<file path="src/hw/rtl/sgr_pkg.sv">
// shared types and constants for the sgr stream parser
package sgr_pkg;

  // most result words one input byte can cause
  localparam int MAX_RESULTS = 4;
  // width of a result word count, holds 0..MAX_RESULTS
  localparam int CNT_W = $clog2(MAX_RESULTS + 1);

  // character attributes in force
  typedef struct packed {
    logic [1:0] weight;
    logic       italic_on;
    logic       underline_on;
    logic       strike_on;
    logic       fg_valid;
    logic [3:0] fg_index;
    logic       bg_valid;
    logic [3:0] bg_index;
  } attr_t;

  // what one parsed byte sends to the output stage
  typedef struct packed {
    logic [CNT_W-1:0] count;
    logic [7:0]       char_code;
  } emit_t;

endpackage

</file>
<file path="src/hw/rtl/sgr_if.sv">
// valid/ready channel interfaces for input bytes and result words

// input byte channel
interface sgr_in_if;
  logic       valid;
  logic       ready;
  logic [7:0] in_byte;

  modport source (output valid, output in_byte, input ready);
  modport sink (input valid, input in_byte, output ready);
endinterface

// result word channel
interface sgr_out_if;
  logic       valid;
  logic       ready;
  logic [7:0] char_code;
  logic [1:0] weight;
  logic       italic_on;
  logic       underline_on;
  logic       strike_on;
  logic       fg_valid;
  logic [3:0] fg_index;
  logic       bg_valid;
  logic [3:0] bg_index;
  logic       last_of_run;

  modport source (
    output valid, output char_code, output weight, output italic_on,
    output underline_on, output strike_on, output fg_valid, output fg_index,
    output bg_valid, output bg_index, output last_of_run, input ready
  );
  modport sink (
    input valid, input char_code, input weight, input italic_on,
    input underline_on, input strike_on, input fg_valid, input fg_index,
    input bg_valid, input bg_index, input last_of_run, output ready
  );
endinterface

</file>
<file path="src/hw/rtl/sgr_parse.sv">
// escape sequence parser state and sgr attribute tracking
module sgr_parse #(
  parameter int TAB_SPACES = 4
) (
  input  logic           clk,
  input  logic           rst_n,
  input  logic           step,
  input  logic [7:0]     byte_in,
  output sgr_pkg::emit_t emit,
  output sgr_pkg::attr_t active
);

  // byte codes
  localparam logic [7:0] CH_ESC      = 8'h1B;
  localparam logic [7:0] CH_LBRACKET = 8'h5B;
  localparam logic [7:0] CH_SEMI     = 8'h3B;
  localparam logic [7:0] CH_M        = 8'h6D;
  localparam logic [7:0] CH_CR       = 8'h0D;
  localparam logic [7:0] CH_BEL      = 8'h07;
  localparam logic [7:0] CH_TAB      = 8'h09;
  localparam logic [7:0] CH_SPACE    = 8'h20;
  localparam logic [7:0] CH_ZERO     = 8'h30;
  localparam logic [7:0] CH_NINE     = 8'h39;
  localparam logic [7:0] CH_FINAL_LO = 8'h40;
  localparam logic [7:0] CH_FINAL_HI = 8'h7E;

  // sgr codes
  localparam logic [7:0] SGR_RESET      = 8'd0;
  localparam logic [7:0] SGR_BOLD       = 8'd1;
  localparam logic [7:0] SGR_LIGHT      = 8'd2;
  localparam logic [7:0] SGR_ITALIC     = 8'd3;
  localparam logic [7:0] SGR_UNDER      = 8'd4;
  localparam logic [7:0] SGR_SWAP       = 8'd7;
  localparam logic [7:0] SGR_STRIKE     = 8'd9;
  localparam logic [7:0] SGR_NORMAL     = 8'd22;
  localparam logic [7:0] SGR_NO_ITALIC  = 8'd23;
  localparam logic [7:0] SGR_NO_UNDER   = 8'd24;
  localparam logic [7:0] SGR_NO_STRIKE  = 8'd29;
  localparam logic [7:0] SGR_FG_LO      = 8'd30;
  localparam logic [7:0] SGR_FG_HI      = 8'd37;
  localparam logic [7:0] SGR_BG_LO      = 8'd40;
  localparam logic [7:0] SGR_BG_HI      = 8'd47;
  localparam logic [7:0] SGR_FGB_LO     = 8'd90;
  localparam logic [7:0] SGR_FGB_HI     = 8'd97;
  localparam logic [7:0] SGR_BGB_LO     = 8'd100;
  localparam logic [7:0] SGR_BGB_HI     = 8'd107;
  // bright codes map to index 8..15
  localparam logic [7:0] SGR_FGB_BASE   = 8'd82;
  localparam logic [7:0] SGR_BGB_BASE   = 8'd92;

  // weight values
  localparam logic [1:0] WT_NORMAL = 2'd0;
  localparam logic [1:0] WT_BOLD   = 2'd1;
  localparam logic [1:0] WT_LIGHT  = 2'd2;

  // spaces per tab, capped at the result limit
  localparam int TAB_CAP = (TAB_SPACES > sgr_pkg::MAX_RESULTS) ?
                           sgr_pkg::MAX_RESULTS : TAB_SPACES;
  localparam logic [sgr_pkg::CNT_W-1:0] TAB_N = sgr_pkg::CNT_W'(TAB_CAP);
  localparam logic [sgr_pkg::CNT_W-1:0] ONE_N = sgr_pkg::CNT_W'(1);

  typedef enum logic [2:0] {
    PH_TEXT = 3'b001,
    PH_ESC  = 3'b010,
    PH_CSI  = 3'b100
  } phase_t;

  // apply one sgr code to an attribute set
  function automatic sgr_pkg::attr_t apply_code(sgr_pkg::attr_t a, logic [7:0] code);
    sgr_pkg::attr_t r;
    logic [7:0]     d;
    r = a;
    d = 8'd0;
    if (code inside {[SGR_FG_LO:SGR_FG_HI]}) begin
      d = code - SGR_FG_LO;
      r.fg_valid = 1'b1;
      r.fg_index = d[3:0];
    end else if (code inside {[SGR_FGB_LO:SGR_FGB_HI]}) begin
      d = code - SGR_FGB_BASE;
      r.fg_valid = 1'b1;
      r.fg_index = d[3:0];
    end else if (code inside {[SGR_BG_LO:SGR_BG_HI]}) begin
      d = code - SGR_BG_LO;
      r.bg_valid = 1'b1;
      r.bg_index = d[3:0];
    end else if (code inside {[SGR_BGB_LO:SGR_BGB_HI]}) begin
      d = code - SGR_BGB_BASE;
      r.bg_valid = 1'b1;
      r.bg_index = d[3:0];
    end else begin
      case (code)
        SGR_RESET:     r = '0;
        SGR_BOLD:      r.weight = WT_BOLD;
        SGR_LIGHT:     r.weight = WT_LIGHT;
        SGR_ITALIC:    r.italic_on = 1'b1;
        SGR_UNDER:     r.underline_on = 1'b1;
        SGR_SWAP: begin
          // both sides read the old values
          if (a.fg_valid) begin
            r.bg_valid = 1'b1;
            r.bg_index = a.fg_index;
          end
          if (a.bg_valid) begin
            r.fg_valid = 1'b1;
            r.fg_index = a.bg_index;
          end
        end
        SGR_STRIKE:    r.strike_on = 1'b1;
        SGR_NORMAL:    r.weight = WT_NORMAL;
        SGR_NO_ITALIC: r.italic_on = 1'b0;
        SGR_NO_UNDER:  r.underline_on = 1'b0;
        SGR_NO_STRIKE: r.strike_on = 1'b0;
        default:       r = a;
      endcase
    end
    return r;
  endfunction

  phase_t         phase_r, phase_nxt;
  logic [7:0]     accum_r, accum_nxt;
  logic           nonempty_r, nonempty_nxt;
  logic           bad_r, bad_nxt;
  logic           any_r, any_nxt;
  sgr_pkg::attr_t pend_r, pend_nxt;
  sgr_pkg::attr_t active_r, active_nxt;

  sgr_pkg::attr_t closed;
  logic [11:0]    prod;
  logic           text_path;

  // segment close and decimal accumulate
  always_comb begin
    closed = (nonempty_r && !bad_r) ? apply_code(pend_r, accum_r) : pend_r;
    prod   = 12'(accum_r) * 12'd10 + 12'(byte_in[3:0]);
  end

  // next state and emitted words
  always_comb begin
    phase_nxt      = phase_r;
    accum_nxt      = accum_r;
    nonempty_nxt   = nonempty_r;
    bad_nxt        = bad_r;
    any_nxt        = any_r;
    pend_nxt       = pend_r;
    active_nxt     = active_r;
    emit.count     = '0;
    emit.char_code = byte_in;
    text_path      = 1'b0;

    case (phase_r)
      PH_ESC: begin
        if (byte_in == CH_LBRACKET) begin
          phase_nxt    = PH_CSI;
          accum_nxt    = 8'd0;
          nonempty_nxt = 1'b0;
          bad_nxt      = 1'b0;
          any_nxt      = 1'b0;
          pend_nxt     = active_r;
        end else begin
          text_path = 1'b1;
        end
      end
      PH_CSI: begin
        if (byte_in inside {[CH_FINAL_LO:CH_FINAL_HI]}) begin
          if (byte_in == CH_M) begin
            active_nxt = any_r ? closed : '0;
          end
          phase_nxt    = PH_TEXT;
          accum_nxt    = 8'd0;
          nonempty_nxt = 1'b0;
          bad_nxt      = 1'b0;
          any_nxt      = 1'b0;
        end else if (byte_in == CH_SEMI) begin
          pend_nxt     = closed;
          accum_nxt    = 8'd0;
          nonempty_nxt = 1'b0;
          bad_nxt      = 1'b0;
        end else begin
          nonempty_nxt = 1'b1;
          any_nxt      = 1'b1;
          if (byte_in inside {[CH_ZERO:CH_NINE]}) begin
            accum_nxt = (prod > 12'd255) ? 8'hFF : prod[7:0];
          end else begin
            bad_nxt = 1'b1;
          end
        end
      end
      default: text_path = 1'b1;
    endcase

    // ground state byte handling
    if (text_path) begin
      phase_nxt = PH_TEXT;
      if (byte_in == CH_ESC) begin
        phase_nxt = PH_ESC;
      end else if (byte_in == CH_CR || byte_in == CH_BEL) begin
        emit.count = '0;
      end else if (byte_in == CH_TAB) begin
        emit.count     = TAB_N;
        emit.char_code = CH_SPACE;
      end else begin
        emit.count = ONE_N;
      end
    end
  end

  // state registers
  always_ff @(posedge clk) begin
    if (!rst_n) begin
      phase_r    <= PH_TEXT;
      accum_r    <= 8'd0;
      nonempty_r <= 1'b0;
      bad_r      <= 1'b0;
      any_r      <= 1'b0;
      pend_r     <= '0;
      active_r   <= '0;
    end else if (step) begin
      phase_r    <= phase_nxt;
      accum_r    <= accum_nxt;
      nonempty_r <= nonempty_nxt;
      bad_r      <= bad_nxt;
      any_r      <= any_nxt;
      pend_r     <= pend_nxt;
      active_r   <= active_nxt;
    end
  end

  assign active = active_r;

endmodule

</file>
<file path="src/hw/rtl/ansi_sgr_stream_parser_core.sv">
// top level of the ansi sgr stream parser
//
// Takes a terminal byte stream on in_ch and gives text words on out_ch, each
// tagged with the attributes (weight, italic, underline, strike, colours) set
// by the ESC [ ... m sequences seen before it. Both channels are valid/ready;
// a word moves at a rising edge where both are high.
// A byte taken from in_ch sits in the input register, is parsed from there into
// the result register, and its first word is on out_ch from that register.
// Throughput: one byte per cycle while out_ch is ready and each byte gives at
// most one word. A text byte gives one word, a tab gives TAB_SPACES space
// words (at most four), one per cycle while out_ch is ready; bytes of an
// escape sequence, CR, BEL and a lone ESC give none. last_of_run marks the
// final word of each byte. The rate is set by the single result register.
// When out_ch stalls, bytes that give no words still pass the parser; a byte
// that gives words waits in the input register, and in_ch ready drops once
// that register is full.
// Reset (rst_n low, synchronous) empties both registers and returns the
// parser to plain text with default attributes.
module ansi_sgr_stream_parser_core #(
  parameter int TAB_SPACES = 4
) (
  input logic        clk,
  input logic        rst_n,
  sgr_in_if.sink     in_ch,
  sgr_out_if.source  out_ch
);

  localparam logic [sgr_pkg::CNT_W-1:0] ONE_N = sgr_pkg::CNT_W'(1);

  logic                      a_valid_r;
  logic [7:0]                a_byte_r;
  logic [sgr_pkg::CNT_W-1:0] b_cnt_r;
  logic [7:0]                b_char_r;
  sgr_pkg::attr_t            b_attr_r;

  sgr_pkg::emit_t emit;
  sgr_pkg::attr_t active;
  logic           b_free;
  logic           a_adv;
  logic           in_take;
  logic           out_take;

  sgr_parse #(
    .TAB_SPACES (TAB_SPACES)
  ) u_parse (
    .clk     (clk),
    .rst_n   (rst_n),
    .step    (a_adv),
    .byte_in (a_byte_r),
    .emit    (emit),
    .active  (active)
  );

  // handshake control
  always_comb begin
    out_take = out_ch.valid && out_ch.ready;
    b_free   = (b_cnt_r == '0) || (out_ch.ready && b_cnt_r == ONE_N);
    a_adv    = a_valid_r && ((emit.count == '0) || b_free);
    in_take  = in_ch.valid && in_ch.ready;
  end

  assign in_ch.ready = !a_valid_r || a_adv;

  // input register
  always_ff @(posedge clk) begin
    if (!rst_n) begin
      a_valid_r <= 1'b0;
    end else if (in_take) begin
      a_valid_r <= 1'b1;
    end else if (a_adv) begin
      a_valid_r <= 1'b0;
    end
  end

  always_ff @(posedge clk) begin
    if (in_take) begin
      a_byte_r <= in_ch.in_byte;
    end
  end

  // result register with remaining word count
  always_ff @(posedge clk) begin
    if (!rst_n) begin
      b_cnt_r <= '0;
    end else if (a_adv && emit.count != '0) begin
      b_cnt_r <= emit.count;
    end else if (out_take) begin
      b_cnt_r <= b_cnt_r - ONE_N;
    end
  end

  always_ff @(posedge clk) begin
    if (a_adv && emit.count != '0) begin
      b_char_r <= emit.char_code;
      b_attr_r <= active;
    end
  end

  // result word
  always_comb begin
    out_ch.valid        = (b_cnt_r != '0);
    out_ch.char_code    = b_char_r;
    out_ch.weight       = b_attr_r.weight;
    out_ch.italic_on    = b_attr_r.italic_on;
    out_ch.underline_on = b_attr_r.underline_on;
    out_ch.strike_on    = b_attr_r.strike_on;
    out_ch.fg_valid     = b_attr_r.fg_valid;
    out_ch.fg_index     = b_attr_r.fg_valid ? b_attr_r.fg_index : 4'd0;
    out_ch.bg_valid     = b_attr_r.bg_valid;
    out_ch.bg_index     = b_attr_r.bg_valid ? b_attr_r.bg_index : 4'd0;
    out_ch.last_of_run  = (b_cnt_r == ONE_N);
  end

endmodule
</file>
<file path="src/flat_wrapper.sv">
// flat-port wrapper written by rule: the top's interface ports become plain ports
module ansi_sgr_stream_parser_core_flat 
#(
  parameter int TAB_SPACES = 4
)
  (clk, rst_n, in_ch_valid, in_ch_in_byte, in_ch_ready, out_ch_valid, out_ch_char_code, out_ch_weight, out_ch_italic_on, out_ch_underline_on, out_ch_strike_on, out_ch_fg_valid, out_ch_fg_index, out_ch_bg_valid, out_ch_bg_index, out_ch_last_of_run, out_ch_ready);
  sgr_in_if in_ch_i ();
  sgr_out_if out_ch_i ();
  input logic clk;
  input logic rst_n;
  input wire logic [$bits(in_ch_i.valid)-1:0] in_ch_valid;
  input wire logic [$bits(in_ch_i.in_byte)-1:0] in_ch_in_byte;
  output wire logic [$bits(in_ch_i.ready)-1:0] in_ch_ready;
  output wire logic [$bits(out_ch_i.valid)-1:0] out_ch_valid;
  output wire logic [$bits(out_ch_i.char_code)-1:0] out_ch_char_code;
  output wire logic [$bits(out_ch_i.weight)-1:0] out_ch_weight;
  output wire logic [$bits(out_ch_i.italic_on)-1:0] out_ch_italic_on;
  output wire logic [$bits(out_ch_i.underline_on)-1:0] out_ch_underline_on;
  output wire logic [$bits(out_ch_i.strike_on)-1:0] out_ch_strike_on;
  output wire logic [$bits(out_ch_i.fg_valid)-1:0] out_ch_fg_valid;
  output wire logic [$bits(out_ch_i.fg_index)-1:0] out_ch_fg_index;
  output wire logic [$bits(out_ch_i.bg_valid)-1:0] out_ch_bg_valid;
  output wire logic [$bits(out_ch_i.bg_index)-1:0] out_ch_bg_index;
  output wire logic [$bits(out_ch_i.last_of_run)-1:0] out_ch_last_of_run;
  input wire logic [$bits(out_ch_i.ready)-1:0] out_ch_ready;
  assign in_ch_i.valid = in_ch_valid;
  assign in_ch_i.in_byte = in_ch_in_byte;
  assign in_ch_ready = in_ch_i.ready;
  assign out_ch_valid = out_ch_i.valid;
  assign out_ch_char_code = out_ch_i.char_code;
  assign out_ch_weight = out_ch_i.weight;
  assign out_ch_italic_on = out_ch_i.italic_on;
  assign out_ch_underline_on = out_ch_i.underline_on;
  assign out_ch_strike_on = out_ch_i.strike_on;
  assign out_ch_fg_valid = out_ch_i.fg_valid;
  assign out_ch_fg_index = out_ch_i.fg_index;
  assign out_ch_bg_valid = out_ch_i.bg_valid;
  assign out_ch_bg_index = out_ch_i.bg_index;
  assign out_ch_last_of_run = out_ch_i.last_of_run;
  assign out_ch_i.ready = out_ch_ready;
  ansi_sgr_stream_parser_core #(.TAB_SPACES(TAB_SPACES)) u_core (.clk(clk), .rst_n(rst_n), .in_ch(in_ch_i), .out_ch(out_ch_i));
endmodule
</file>
<file path="config.mk">
export PLATFORM = sky130hd
export DESIGN_NAME = ansi_sgr_stream_parser_core_flat
export DESIGN_NICKNAME = d
export VERILOG_FILES = /design/src/hw/rtl/sgr_pkg.sv /design/src/hw/rtl/sgr_if.sv /design/src/hw/rtl/sgr_parse.sv /design/src/hw/rtl/ansi_sgr_stream_parser_core.sv /design/src/flat_wrapper.sv
export SDC_FILE = /design/constraint.sdc
export NUM_CORES = 1
export LEC_CHECK = 0
export BUFFER_PORTS_ARGS = -buffer_cell sky130_fd_sc_hd__clkbuf_2
export CORE_ASPECT_RATIO = 0.9
export CORE_UTILIZATION = 60
export DETAILED_ROUTE_END_ITERATION = 10
export GPL_TIMING_DRIVEN = 0
export PLACE_DENSITY_LB_ADDON = 0.15
export RECOVER_POWER = 50
export SETUP_SLACK_MARGIN = 0.4
export SLEW_MARGIN = 20
export SYNTH_ARGS = -nofsm -noshare
export SYNTH_HDL_FRONTEND = slang
export SYNTH_SLANG_ARGS = --single-unit
</file>
<file path="constraint.sdc">
create_clock -name clk -period 4 [get_ports clk]
set_clock_uncertainty 0.15 [all_clocks]
set_input_delay 0.4 -clock clk [delete_from_list [all_inputs] [get_ports clk]]
set_output_delay 0.4 -clock clk [all_outputs]
set_load 0.02 [all_outputs]
</file>
==> results.txt, run 1 <==
----------------------------------------------------
[Outcome]
  Result of the run ... complete, no violations

[GRT]
  Grt ovf ... 0
  Total Routing Usage GR ... between 30% and 40%
  Pin count of the biggest net entering global routing ... 24
  Number of antenna violations at the first check in global routing ... 0
  Wire length of the first global-routing pass ... 19.71 mm
  Via count of the first global-routing pass ... 4044

[Worst setup path]
  Cell with the biggest individual delay on the critical path ... nand2_1
  Crit path cell chain ... or4_1 -> or4b_1 -> nor2b_1 -> nand2_1 -> nand2_1
  Worst Setup End Kind ... flop
  CP Class ... flop to flop
  Flop-to-flop setup slack ... 0.59 ns
  Worst-path maximum fanout ... 23
  Number of cells traversed by the worst register-to-register path ... 5
  Data required time of the worst path ... around 3.8 ns
  Highest cell delay on the worst timing path ... about 0.8 ns
  Worst Path Arrival ... 3.24 ns
  Critical path startpoint category ... flop
  Most common cell type on the critical path ... nand2_1
  Worst reg2reg path startpoint ... u_core.a_byte_r[4]$_DFFE_PP_
  RR Endpoint ... u_core.b_attr_r[5]$_DFFE_PP_

[Clock tree]
  TritonCTS Sinks ... 79
  Worst-Skew Late Latency ... 0.35 ns
  TritonCTS clock tree ... yes
  Hold Buf Count CTS ... 0
  H-tree depth reported by CTS ... 3
  Root Buffer Master ... clkbuf_8
  Clock transition at the registers of the reported paths ... 0.08 ns
  Number of post-CTS setup repair buffers ... 0
  Number of buffers inserted during clock tree synthesis ... 9
  Clock Tree Buf Depth ... 2

[Synthesis]
  Number of enable-type register cells in the synthesized netlist ... 31
  Ys flop type ... dfxtp_1
  Unique masters post-synth ... between 70 and 80
  Yosys synthesis warning count ... 0
  Fraction of the yosys area taken by sequential cells ... 39.81%
  Synthesized flop and latch total ... 79
  Net Count, Synth ... 554
  Synthesized area per cell ... 9.227 um^2
  Share of synthesized flip-flops with an asynchronous set or reset ... 0%
  Gate count of the mapped netlist ... between 500 and 600
  Synthesized area ... 4752 um^2

[Layout]
  Share of layout cells above drive strength 1 ... 11.09%
  P&R area growth vs syn ... 9.926%
  Count of antenna diodes in the layout ... 0
  Total Nets Final ... 602
  Area taken by multi-input logic gates ... 2634 um^2
  Leading cell type in the layout, fill and taps excluded ... nand2_1
  Fill cells ... approximately 620
  Number of standard cells in the layout, taps in and fillers out ... 664
  Most frequent cells in the layout ... nand2_1 (52), dfxtp_1 (46), clkbuf_1 (45), a21oi_1 (32), edfxtp_1 (31)
  Storage cell area ... 1894 um^2

[Timing]
  Final critical-path required period ... 3.412 ns
  Highest achievable clock rate ... 293.0 MHz
  Endpoints failing setup ... 0
  RSZ-0062 raised after global routing ... no
  Post-route fraction of the period consumed by the critical path ... 85.31%
  Final total negative setup slack ... 0 ns
  Final number of max-transition violations ... 0
  Worst-margin pin slew ... around 1.0 ns
  Remaining max-slew budget at the tightest pin ... 30.86%
  Final Hold Viols ... 0

[Floorplanning]
  Die outline area ... 8280 um^2
  Initial core utilization ... 62.36%
  Core box area ... 7620 um^2
  Chip Width ... 95.81 um
  FP Rows ... 30
  Number of primary I/O pins ... 38
  Die span in y ... 86.43 um

[Placed design]
  Buffers on Ports ... 37
  Cell count after placement ... approximately 650
  DP HPWL ... 8.917 mm
  Weighted congestion at the end of routability-driven global placement ... 0.9279

[Routing]
  Count of unresolved DRC violations after routing ... 0
  Iteration count of the initial detailed-routing pass ... 5
  Average wire length per cell after detail routing ... 18.53 um
  Vias per cell ... 6.509
  Routed Antenna Nets ... 0
  Sum of routed wire length over all layers ... 12.30 mm
  Initial DRC Count ... 454
  Vias after detailed routing ... 4322

[Power]
  Largest vdd supply drop ... 0.2908 mV
  Total leakage power ... 1.912 nW
  Power per Cell Area ... roughly 360 nW/um^2

[Flow run]
  Number of maximum-capacitance constraint violations ... 0

[Hold path]
  Worst-case hold path end point ... u_core.a_byte_r[6]$_DFFE_PP_
  Startpoint of the lowest-slack hold path ... in_ch_in_byte[6]
  Worst min-delay path category ... primary input to flop
  Number of stages on the worst hold path ... 1

----------------------------------------------------
layout make-up:
class                   instances  area share [%]
multi-input cells             384           50.42
flip-flops and latches         79           36.26
repair buffers                 37           2.970
plain buffers                  32           2.874
clock buffers                   9           2.371
well taps                      96           2.299
inverters                      20           1.437
clock inverters                 7           1.365
sequential cells by signal, indices dropped and copies added, names as in the netlist, 2 cells and up:
name and cells:
u_core.b_cnt_r 3, u_core.u_parse.phase_r 3, u_core.out_ch.char_code 8, u_core.u_parse.pend_r 15, u_core.b_attr_r 8, u_core.u_parse.accum_r 8
u_core.u_parse.active 15, u_core.a_byte_r 8, u_core.out_ch.weight 2
report_power, final:
group,internal [mW],switching (mW)
Clock,0.289,0.301
Combinational,0.111,0.234
Sequential,0.924,0.0403
cell families (layout without fill, tap and decap cells):
| kind of cell | count (synthesis) | count (layout) | synth area share [%] |
|---|---|---|---|
| adders and majority gates | 27 | 27 | 7.425 |
| xor gates and xnor gates | 9 | 9 | 1.659 |
| DFF | 79 | 79 | 39.81 |
| AOI/OAI and AO/OA | 153 | 153 | 22.80 |
| muxes | 8 | 8 | 1.764 |
| and+or+nand+nor | 187 | 187 | 21.80 |
| buffers and inverters | 52 | 105 | 4.739 |
how the worst max path moves through the flow:
stage | slack, ns | endpoint | startpoint
3_5_place_dp | 0.51 | u_core.u_parse.accum_r[4]$_SDFFE_PN0P_ | u_core.u_parse.accum_r[1]$_SDFFE_PN0P_
5_1_grt | 0.40 | u_core.out_ch.weight[1]$_DFFE_PP_ | u_core.a_byte_r[7]$_DFFE_PP_
2_1_floorplan | 0.95 | u_core.u_parse.accum_r[3]$_SDFFE_PN0P_ | u_core.u_parse.accum_r[1]$_SDFFE_PN0P_
4_1_cts | 0.50 | u_core.u_parse.accum_r[4]$_SDFFE_PN0P_ | u_core.u_parse.accum_r[1]$_SDFFE_PN0P_
3_3_place_gp | 0.60 | u_core.u_parse.accum_r[6]$_SDFFE_PN0P_ | u_core.u_parse.accum_r[1]$_SDFFE_PN0P_
6_report | 0.59 | u_core.b_attr_r[5]$_DFFE_PP_ | u_core.a_byte_r[4]$_DFFE_PP_
timing repair:
item	4_1_cts	5_1_grt
setup endpoints to repair	0	8
resized for setup	0	4
hold endpoints to repair	0	0
Yosys cell counts (all sizes together) (9+ instances only):
cell type / number / share of area (%)
nand3: 15 / 1.6
clkbuf: 21 / 1.7
buf: 11 / 1.5
and3: 12 / 1.6
nand2: 52 / 4.1
and2: 15 / 2.1
ha: 25 / 6.6
o21ai: 29 / 3.1
edfxtp: 31 / 20
inv: 20 / 1.6
o41ai: 9 / 1.7
nor2: 28 / 2.2
a21oi: 33 / 3.6
nand4: 9 / 1.2
a31oi: 9 / 1.2
dfxtp: 48 / 20
per-stage QoR:
stage | setup WS, ns | hold slack [ns] | utilization (%) | area [um^2] | power [mW]
final | 0.5876 | 0.06705 | 68.55 | 5224 | 1.898
after global placement | 0.6043 | 0.2854 | 66.37 | 5057 | 1.328
after global routing | 0.3963 | 0.05236 | 68.55 | 5224 | 1.984
after detailed placement | 0.5120 | 0.2964 | 66.37 | 5057 | 1.340
after floorplan | 0.9507 | 0.2713 | - | 4752 | 1.228
after CTS | 0.4981 | 0.05990 | 68.93 | 5253 | 1.920
layer usage:
metal	part of all wire, %	wire length, um	vias to the layer above	GRT usage, %
met1	41	5062	1998	38.77
met3	7.7	946	43	8.158
met2	48	5947	239	50.91
met4	2.8	348	0	14.52
met5	0	0	-	0
li1	-	-	2042	-
worst max-delay path: cells and delay by family (launching register included):
family	cells	cell delay (ns)
AND/OR/NAND/NOR	5	2.36
flip-flops	1	0.51
No activity file was read; power rests on OpenSTA's default activity.
==> run 2: changes to the inputs <==
--- a/config.mk
+++ b/config.mk
@@ -10,7 +10,7 @@
 export CORE_UTILIZATION = 60
 export DETAILED_ROUTE_END_ITERATION = 10
 export GPL_TIMING_DRIVEN = 0
-export PLACE_DENSITY_LB_ADDON = 0.15
+export PLACE_DENSITY_LB_ADDON = 0.08
 export RECOVER_POWER = 50
 export SETUP_SLACK_MARGIN = 0.4
 export SLEW_MARGIN = 20
==> run 2 against run 1 <==
Cell count did not move. Die area did not move. Combinational power barely moved. Worst setup slack got worse by 0.12 ns. Register-to-register slack got worse by 0.12 ns. Clock-buffer cell count did not move. Via count rose by 0.93%. Sequential power barely moved. Sequential cell count did not move. Critical path depth rose by 1. Utilization rose by 0.18 points. First-iteration DRC count rose by 15%. Critical path type unchanged. Largest cell class unchanged.
==> results.txt, run 2 (synthesis gave the netlist of run 1 again) <==
----------------------------------------------------
[Floorplanning]
  Die outline area ... 8280 um^2 (unchanged)
  Die span in y ... 86.43 um (unchanged)
  Initial core utilization ... 62.36% (unchanged)
  Core box area ... 7620 um^2 (unchanged)
  Number of primary I/O pins ... 38 (unchanged)
  Chip Width ... 95.81 um (unchanged)
  FP Rows ... 30 (unchanged)

[Clock tree]
  H-tree depth reported by CTS ... 3 (unchanged)
  TritonCTS Sinks ... 79 (unchanged)
  Number of post-CTS setup repair buffers ... 0 (unchanged)
  Clock Tree Buf Depth ... 2 (unchanged)
  Hold Buf Count CTS ... 0 (unchanged)
  TritonCTS clock tree ... yes (unchanged)
  Number of buffers inserted during clock tree synthesis ... 9 (unchanged)
  Worst-Skew Late Latency ... 0.36 ns (was 0.35 ns)
  Root Buffer Master ... clkbuf_8 (unchanged)
  Clock transition at the registers of the reported paths ... 0.08 ns (about the same)
  Count of cells resized by post-cts repair ... 0 (unchanged)

[Placed design]
  DP HPWL ... 9.003 mm (was 8.917 mm)
  Cell count after placement ... 648 (unchanged)
  Weighted congestion at the end of routability-driven global placement ... 0.9258 (was 0.9279)
  Buffers on Ports ... 37 (unchanged)

[Layout]
  Leading cell type in the layout, fill and taps excluded ... nand2_1 (unchanged)
  P&R area growth vs syn ... 10.22% (was 9.926%)
  Fill cells ... 617 (was 618)
  Most frequent cells in the layout ... nand2_1 (52), dfxtp_1 (46), clkbuf_1 (45), a21oi_1 (33), edfxtp_1 (31) (was nand2_1 (52), dfxtp_1 (46), clkbuf_1 (45), a21oi_1 (32), edfxtp_1 (31))
  Total Nets Final ... 602 (unchanged)
  Count of antenna diodes in the layout ... 0 (unchanged)
  Share of layout cells above drive strength 1 ... 10.56% (was 11.09%)
  Number of standard cells in the layout, taps in and fillers out ... 664 (unchanged)

[Routing]
  Initial DRC Count ... 524 (was 454)
  Sum of routed wire length over all layers ... 12.23 mm (was 12.30 mm)
  Count of unresolved DRC violations after routing ... 0 (unchanged)
  Average wire length per cell after detail routing ... 18.42 um (was 18.53 um)
  Vias after detailed routing ... 4362 (was 4322)
  Iteration count of the initial detailed-routing pass ... 5 (unchanged)
  Routed Antenna Nets ... 0 (unchanged)
  Vias per cell ... 6.569 (was 6.509)

[GRT]
  Pin count of the biggest net entering global routing ... 24 (unchanged)
  Grt ovf ... 0 (unchanged)
  Total Routing Usage GR ... 31.05% (was 31.31%)
  Number of antenna violations at the first check in global routing ... 0 (unchanged)
  Via count of the first global-routing pass ... 3948 (was 4044)
  Wire length of the first global-routing pass ... 19.49 mm (was 19.71 mm)

[Flow run]
  Number of maximum-capacitance constraint violations ... 0 (unchanged)

[Worst setup path]
  Worst-path maximum fanout ... 23 (unchanged)
  First element of the critical path ... u_core.a_byte_r[4]$_DFFE_PP_ (unchanged)
  RR Endpoint ... u_core.out_ch.strike_on$_DFFE_PP_ (was u_core.b_attr_r[5]$_DFFE_PP_)
  Data required time of the worst path ... 3.84 ns (was 3.82 ns)
  Number of cells traversed by the worst register-to-register path ... 6 (was 5)
  CP Class ... flop to flop (unchanged)
  Worst Path Arrival ... 3.37 ns (was 3.24 ns)
  End point of the critical path ... u_core.out_ch.strike_on$_DFFE_PP_ (was u_core.b_attr_r[5]$_DFFE_PP_)
  Worst Setup End Kind ... flop (unchanged)
  Flop-to-flop setup slack ... 0.47 ns (was 0.59 ns)
  Critical path startpoint category ... flop (unchanged)
  Worst reg2reg path startpoint ... u_core.a_byte_r[4]$_DFFE_PP_ (unchanged)

[Timing]
  Worst-margin pin slew ... 1.021 ns (was 1.035 ns)
  Final number of max-transition violations ... 0 (unchanged)
  RSZ-0062 raised after global routing ... no (unchanged)
  Remaining max-slew budget at the tightest pin ... 31.74% (was 30.86%)
  Highest achievable clock rate ... 283.4 MHz (was 293.0 MHz)
  Endpoints failing setup ... 0 (unchanged)
  Final Hold Viols ... 0 (unchanged)
  Final critical-path required period ... 3.529 ns (was 3.412 ns)
  Final total negative setup slack ... 0 ns (unchanged)
  Post-route fraction of the period consumed by the critical path ... 88.22% (was 85.31%)
  Final-layout worst hold slack ... 0.05336 ns (was 0.06705 ns)

[Hold path]
  Worst min-delay path category ... primary input to flop (unchanged)

[Power]
  Total leakage power ... 1.915 nW (was 1.912 nW)
  Power per Cell Area ... 374.6 nW/um^2 (was 363.4 nW/um^2)
  Largest vdd supply drop ... 0.3249 mV (was 0.2908 mV)

[Outcome]
  Result of the run ... complete, no violations (unchanged)

----------------------------------------------------
[run 2: changes by cell type in the layout (fill, tap and decap cells not counted), sizes merged]
| cell | delta |
|---|---|
| inv | -1 |
| bufinv | +1 |
[run 2: how the worst min path moves through the flow]
stage / startpoint / end / depth (start not counted)
floorplan: u_core.u_parse.active[10]$_SDFFE_PN0P_ / u_core.out_ch.strike_on$_DFFE_PP_ / 0
global placement: u_core.u_parse.active[10]$_SDFFE_PN0P_ / u_core.out_ch.strike_on$_DFFE_PP_ / 0
detailed placement: u_core.u_parse.active[2]$_SDFFE_PN0P_ / u_core.b_attr_r[2]$_DFFE_PP_ / 0
CTS: in_ch_in_byte[7] / u_core.a_byte_r[7]$_DFFE_PP_ / 1
global route: in_ch_in_byte[2] / u_core.a_byte_r[2]$_DFFE_PP_ / 1
finish: in_ch_in_byte[7] / u_core.a_byte_r[7]$_DFFE_PP_ / 1
[run 2: worst max-delay path, stage by stage, from the launching register on]
cell and delay, ns:
edfxtp_1 0.51, or4_1 0.58, o31ai_1 0.26, a21oi_1 0.15
a21oi_1 0.53, nand2_1 0.17, nand2_1 0.78
[run 2: where the power goes]
group	switching (mW)	internal [mW]	leakage [nW]
clock	0.305	0.352	0.103
sequential	0.0397	0.924	0.684
combinational	0.233	0.109	1.13
[run 2: routing by layer]
layer / share of wire [%] / GRT usage (%) / up-vias
met5: 0 / 0 / -
met4: 3.6 / 13.57 / 0
met3: 8.2 / 8.772 / 55
met2: 47 / 49.55 / 227
met1: 41 / 39.20 / 2047
li1: - / - / 2033
[run 2: stage by stage]
| step | utilization (%) | power, mW | worst slack (ns) | area (um^2) |
|---|---|---|---|---|
| floorplan | - | 1.228 | 0.9507 | 4752 |
| global placement | 66.37 | 1.330 | 0.5826 | 5057 |
| detailed placement | 66.37 | 1.342 | 0.4832 | 5057 |
| CTS | 69.26 | 1.988 | 0.4622 | 5278 |
| global route | 68.74 | 2.047 | 0.2421 | 5238 |
| finish | 68.74 | 1.962 | 0.4712 | 5238 |
[run 2: area by class of cell]
type	instances	area [um^2]	share of cell area, %
timing repair buffer	37	155.1	2.962
buffer	32	150.1	2.867
clock inverter	7	96.34	1.839
sequential	79	1894	36.17
inverter	20	75.07	1.433
tap	96	120.1	2.293
clock buffer	9	123.9	2.365
multi-input combinational	384	2623	50.07
==> run 3: changes to the inputs <==
--- a/config.mk
+++ b/config.mk
@@ -5,6 +5,7 @@
 export SDC_FILE = /design/constraint.sdc
 export NUM_CORES = 1
 export LEC_CHECK = 0
+export ABC_AREA = 1
 export BUFFER_PORTS_ARGS = -buffer_cell sky130_fd_sc_hd__clkbuf_2
 export CORE_ASPECT_RATIO = 0.9
 export CORE_UTILIZATION = 60
==> run 3 against run 2 <==
The flow now finishes with violations (design-rule violations). Clock power up 8.7%. Global-route usage shrank 2.3 points. Utilization decreased by 1.4 points. Cell count up 25%. Power increased by 6.5%. Design area rose by 3.3%. Maximum frequency is 17% higher. Via count rose by 5.8%.
==> results.txt, run 3 <==
----------------------------------------------------
[Outcome]
  Result of the run ... complete, but fails checks (was complete, no violations)
  Violated checks ... design-rule violations

[Hold path]
  Worst min-delay path category ... primary input to flop (unchanged)
  Startpoint of the lowest-slack hold path ... in_ch_in_byte[7] (unchanged)
  Number of stages on the worst hold path ... 1 (unchanged)
  Worst-case hold path end point ... u_core.a_byte_r[7]$_DFFE_PP_ (unchanged)

[Layout]
  Area taken by multi-input logic gates ... 2594 um^2 (was 2623 um^2)
  Number of standard cells in the layout, taps in and fillers out ... 833 (was 664)
  P&R area growth vs syn ... 8.807% (was 10.22%)
  Count of antenna diodes in the layout ... 0 (unchanged)
  Fill cells ... 749 (was 617)
  Share of layout cells above drive strength 1 ... 8.311% (was 10.56%)
  Most frequent cells in the layout ... nand2_1 (219), inv_1 (77), a21oi_1 (72), nand3_1 (51), dfxtp_1 (48) (was nand2_1 (52), dfxtp_1 (46), clkbuf_1 (45), a21oi_1 (33), edfxtp_1 (31))
  Leading cell type in the layout, fill and taps excluded ... nand2_1 (unchanged)
  Storage cell area ... 1892 um^2 (was 1894 um^2)
  Post-route core utilization ... 67.38% (was 68.74%)
  Total Nets Final ... 768 (was 602)

[Synthesis]
  Share of synthesized flip-flops with an asynchronous set or reset ... 0% (unchanged)
  Gate count of the mapped netlist ... 681 (was 515)
  Fraction of synthesized cell area taken by the top area cell type ... 19.33% (was 20.22%)
  Unique masters post-synth ... 39 (was 74)
  Ys flop type ... dfxtp_1 (unchanged)
  Cell taking the most area after synthesis ... dfxtp_1 (unchanged)
  Most area-consuming cells after synthesis ... dfxtp_1 (19%), edfxtp_1 (19%), nand2_1 (16%), a21oi_1 (7.2%), ha_1 (6.3%) (was dfxtp_1 (20%), edfxtp_1 (20%), ha_1 (6.6%), nand2_1 (4.1%), a21oi_1 (3.3%))
  Number of enable-type register cells in the synthesized netlist ... 31 (unchanged)
  Net Count, Synth ... 720 (was 554)
  Synthesized flop and latch total ... 79 (unchanged)
  Dominant cell by count in the synthesized netlist ... nand2_1 (unchanged)
  Cell types with the highest counts after synthesis ... nand2_1 (217), inv_1 (76), a21oi_1 (72) (was nand2_1 (52), dfxtp_1 (48), a21oi_1 (31), edfxtp_1 (31), o21ai_0 (29))
  Synthesized area ... 4972 um^2 (was 4752 um^2)
  Synthesized area per cell ... 7.301 um^2 (was 9.227 um^2)
  Fraction of the yosys area taken by sequential cells ... 38.05% (was 39.81%)
  Yosys synthesis warning count ... 0 (unchanged)

[Worst setup path]
  Worst-path maximum fanout ... 23 (unchanged)
  CP Class ... flop to flop (unchanged)
  Data required time of the worst path ... 3.84 ns (about the same)
  Highest cell delay on the worst timing path ... 0.70 ns (was 0.78 ns)
  Family with the most delay on the worst path ... simple AND/OR/NAND/NOR gates (unchanged)
  Number of buffer and inverter instances along the worst setup path ... 3 (was 0)
  Worst reg2reg path startpoint ... u_core.a_byte_r[2]$_DFFE_PP_ (was u_core.a_byte_r[4]$_DFFE_PP_)
  Flop-to-flop setup slack ... 0.98 ns (was 0.47 ns)
  Cell with the biggest individual delay on the critical path ... inv_1 (was nand2_1)
  Most common cell type on the critical path ... nand2_1
  Worst Setup End Kind ... flop (unchanged)
  Crit path cell chain ... inv_1 -> nand2_1 -> nor2_1 -> nand2_1 -> nand2_1 -> nand2_1 -> nand4_1 -> nand2_1 -> inv_1 -> nand2_1 -> inv_1 (was or4_1 -> o31ai_1 -> a21oi_1 -> a21oi_1 -> nand2_1 -> nand2_1)
  Worst Path Arrival ... 2.86 ns (was 3.37 ns)
  RR Endpoint ... u_core.out_ch.bg_valid$_DFFE_PP_ (was u_core.out_ch.strike_on$_DFFE_PP_)
  Number of cells traversed by the worst register-to-register path ... 11 (was 6)
  Critical path startpoint category ... flop (unchanged)

[Timing]
  Endpoints failing setup ... 0 (unchanged)
  Final Hold Viols ... 0 (unchanged)
  Highest achievable clock rate ... 330.8 MHz (was 283.4 MHz)
  RSZ-0062 raised after global routing ... no (unchanged)
  Worst setup margin ... 0.9772 ns (was 0.4712 ns)
  Worst-margin pin slew ... 0.9210 ns (was 1.021 ns)
  Final number of max-transition violations ... 0 (unchanged)
  Final total negative setup slack ... 0 ns (unchanged)
  Final critical-path required period ... 3.023 ns (was 3.529 ns)
  Post-route fraction of the period consumed by the critical path ... 75.57% (was 88.22%)
  Remaining max-slew budget at the tightest pin ... 38.53% (was 31.74%)

[Placed design]
  Weighted congestion at the end of routability-driven global placement ... 0.9470 (was 0.9258)
  Cell count after placement ... 817 (was 648)
  DP HPWL ... 9.240 mm (was 9.003 mm)
  Buffers on Ports ... 37 (unchanged)
  Pre-CTS setup slack ... 1.070 ns (was 0.4832 ns)

[Power]
  Largest vdd supply drop ... 0.3594 mV (was 0.3249 mV)
  Sequential power share ... 46.8% (was 49.1%)
  Cell internal power dissipation ... 1.460 mW (was 1.385 mW)
  Gate power share ... 19.0% (was 17.4%)
  Switching power share of the total ... 30.14% (was 29.42%)
  Overall Power ... 2.090 mW (was 1.962 mW)
  Total leakage power ... 2.482 nW (was 1.915 nW)
  Power per Cell Area ... 386.3 nW/um^2 (was 374.6 nW/um^2)
  Net switching power ... 0.6300 mW (was 0.5772 mW)
  Clock network fraction of total power ... 34.2% (was 33.5%)

[Routing]
  Vias per cell ... 5.538 (was 6.569)
  Initial DRC Count ... 329 (was 524)
  Sum of routed wire length over all layers ... 12.02 mm (was 12.23 mm)
  Count of unresolved DRC violations after routing ... 2 (was 0)
  Iteration count of the initial detailed-routing pass ... 8 (was 5)
  Vias after detailed routing ... 4613 (was 4362)
  Average wire length per cell after detail routing ... 14.43 um (was 18.42 um)
  Routed Antenna Nets ... 0 (unchanged)

[Flow run]
  Number of maximum-capacitance constraint violations ... 0 (unchanged)

[GRT]
  Total Routing Usage GR ... 28.74% (was 31.05%)
  Via count of the first global-routing pass ... 4289 (was 3948)
  Number of antenna violations at the first check in global routing ... 0 (unchanged)
  Grt ovf ... 0 (unchanged)
  Wire length of the first global-routing pass ... 19.53 mm (was 19.49 mm)
  Pin count of the biggest net entering global routing ... 24 (unchanged)

[Clock tree]
  Worst-Skew Late Latency ... 0.36 ns (about the same)
  Clock Tree Buf Depth ... 2 (unchanged)
  H-tree depth reported by CTS ... 3 (unchanged)
  Root Buffer Master ... clkbuf_8 (unchanged)
  Number of post-CTS setup repair buffers ... 0 (unchanged)
  TritonCTS clock tree ... yes (unchanged)
  Number of buffers inserted during clock tree synthesis ... 9 (unchanged)
  Clock transition at the registers of the reported paths ... 0.08 ns (about the same)
  TritonCTS Sinks ... 79 (unchanged)
  Count of cells resized by post-cts repair ... 0 (unchanged)
  Hold Buf Count CTS ... 0 (unchanged)

[Floorplanning]
  Initial core utilization ... 61.93% (was 62.36%)
  FP Rows ... 31 (was 30)
  Die span in y ... 88.36 um (was 86.43 um)
  Chip Width ... 97.96 um (was 95.81 um)
  Core box area ... 8029 um^2 (was 7620 um^2)
  Number of primary I/O pins ... 38 (unchanged)
  Die outline area ... 8655 um^2 (was 8280 um^2)

----------------------------------------------------
==> run 3: kinds of logic (layout without fill, tap and decap cells) <==
family,Yosys count,after routing,share of synthesized area [%]
adder cells (fa/ha/maj),27,27,7.096
XOR/XNOR,9,9,1.585
AND/OR/NAND/NOR,350,350,32.79
buffers and inverters,101,154,8.254
flip-flops,79,79,38.05
AO/OA/AOI/OAI,115,115,12.23
==> run 3: layer usage <==
layer	vias up	global-route usage [%]	wire, um
li1	2324	-	-
met1	2138	35.36	5375
met2	127	50.77	5772
met3	24	6.398	658
met4	0	9.229	218
met5	-	0	0
==> run 3: layout make-up <==
type	count	area share, %
Clock inverter	5	1.943
Timing Repair Buffer	37	2.845
Inverter	79	5.481
Clock buffer	11	2.428
Sequential cell	79	34.97
Buffer	22	2.105
Tap cell	99	2.290
Multi-Input combinational cell	501	47.94
==> run 3: worst max path at each step <==
stage / from / to / slack, ns / cells past startpoint
global route: u_core.a_byte_r[2]$_DFFE_PP_ / u_core.out_ch.char_code[1]$_DFFE_PP_ / 0.66 / 11
detailed placement: u_core.u_parse.accum_r[1]$_SDFFE_PN0P_ / u_core.u_parse.accum_r[5]$_SDFFE_PN0P_ / 1.07 / 13
global placement: u_core.u_parse.accum_r[1]$_SDFFE_PN0P_ / u_core.u_parse.accum_r[5]$_SDFFE_PN0P_ / 1.14 / 13
finish: u_core.a_byte_r[2]$_DFFE_PP_ / u_core.out_ch.bg_valid$_DFFE_PP_ / 0.98 / 11
floorplan: u_core.u_parse.accum_r[1]$_SDFFE_PN0P_ / u_core.u_parse.accum_r[7]$_SDFFE_PN0P_ / 1.43 / 13
CTS: u_core.u_parse.accum_r[1]$_SDFFE_PN0P_ / u_core.u_parse.accum_r[5]$_SDFFE_PN0P_ / 1.06 / 13
==> run 3: power groups by stage <==
stage          logic (mW)  clock network [mW]  registers [mW]
2_1_floorplan       0.296                   0            1.02
3_3_place_gp        0.431                   0           0.994
3_5_place_dp        0.444                   0           0.997
4_1_cts             0.445               0.721           0.980
5_1_grt             0.453               0.748           0.987
6_report            0.398               0.714           0.978
==> run 3: stage by stage <==
stage | instance area (um^2) | hold WS, ns
finish | 5410 | 0.06040
global route | 5410 | 0.05119
CTS | 5518 | 0.05073
detailed placement | 5281 | 0.2950
global placement | 5281 | 0.2851
floorplan | 4972 | 0.2759
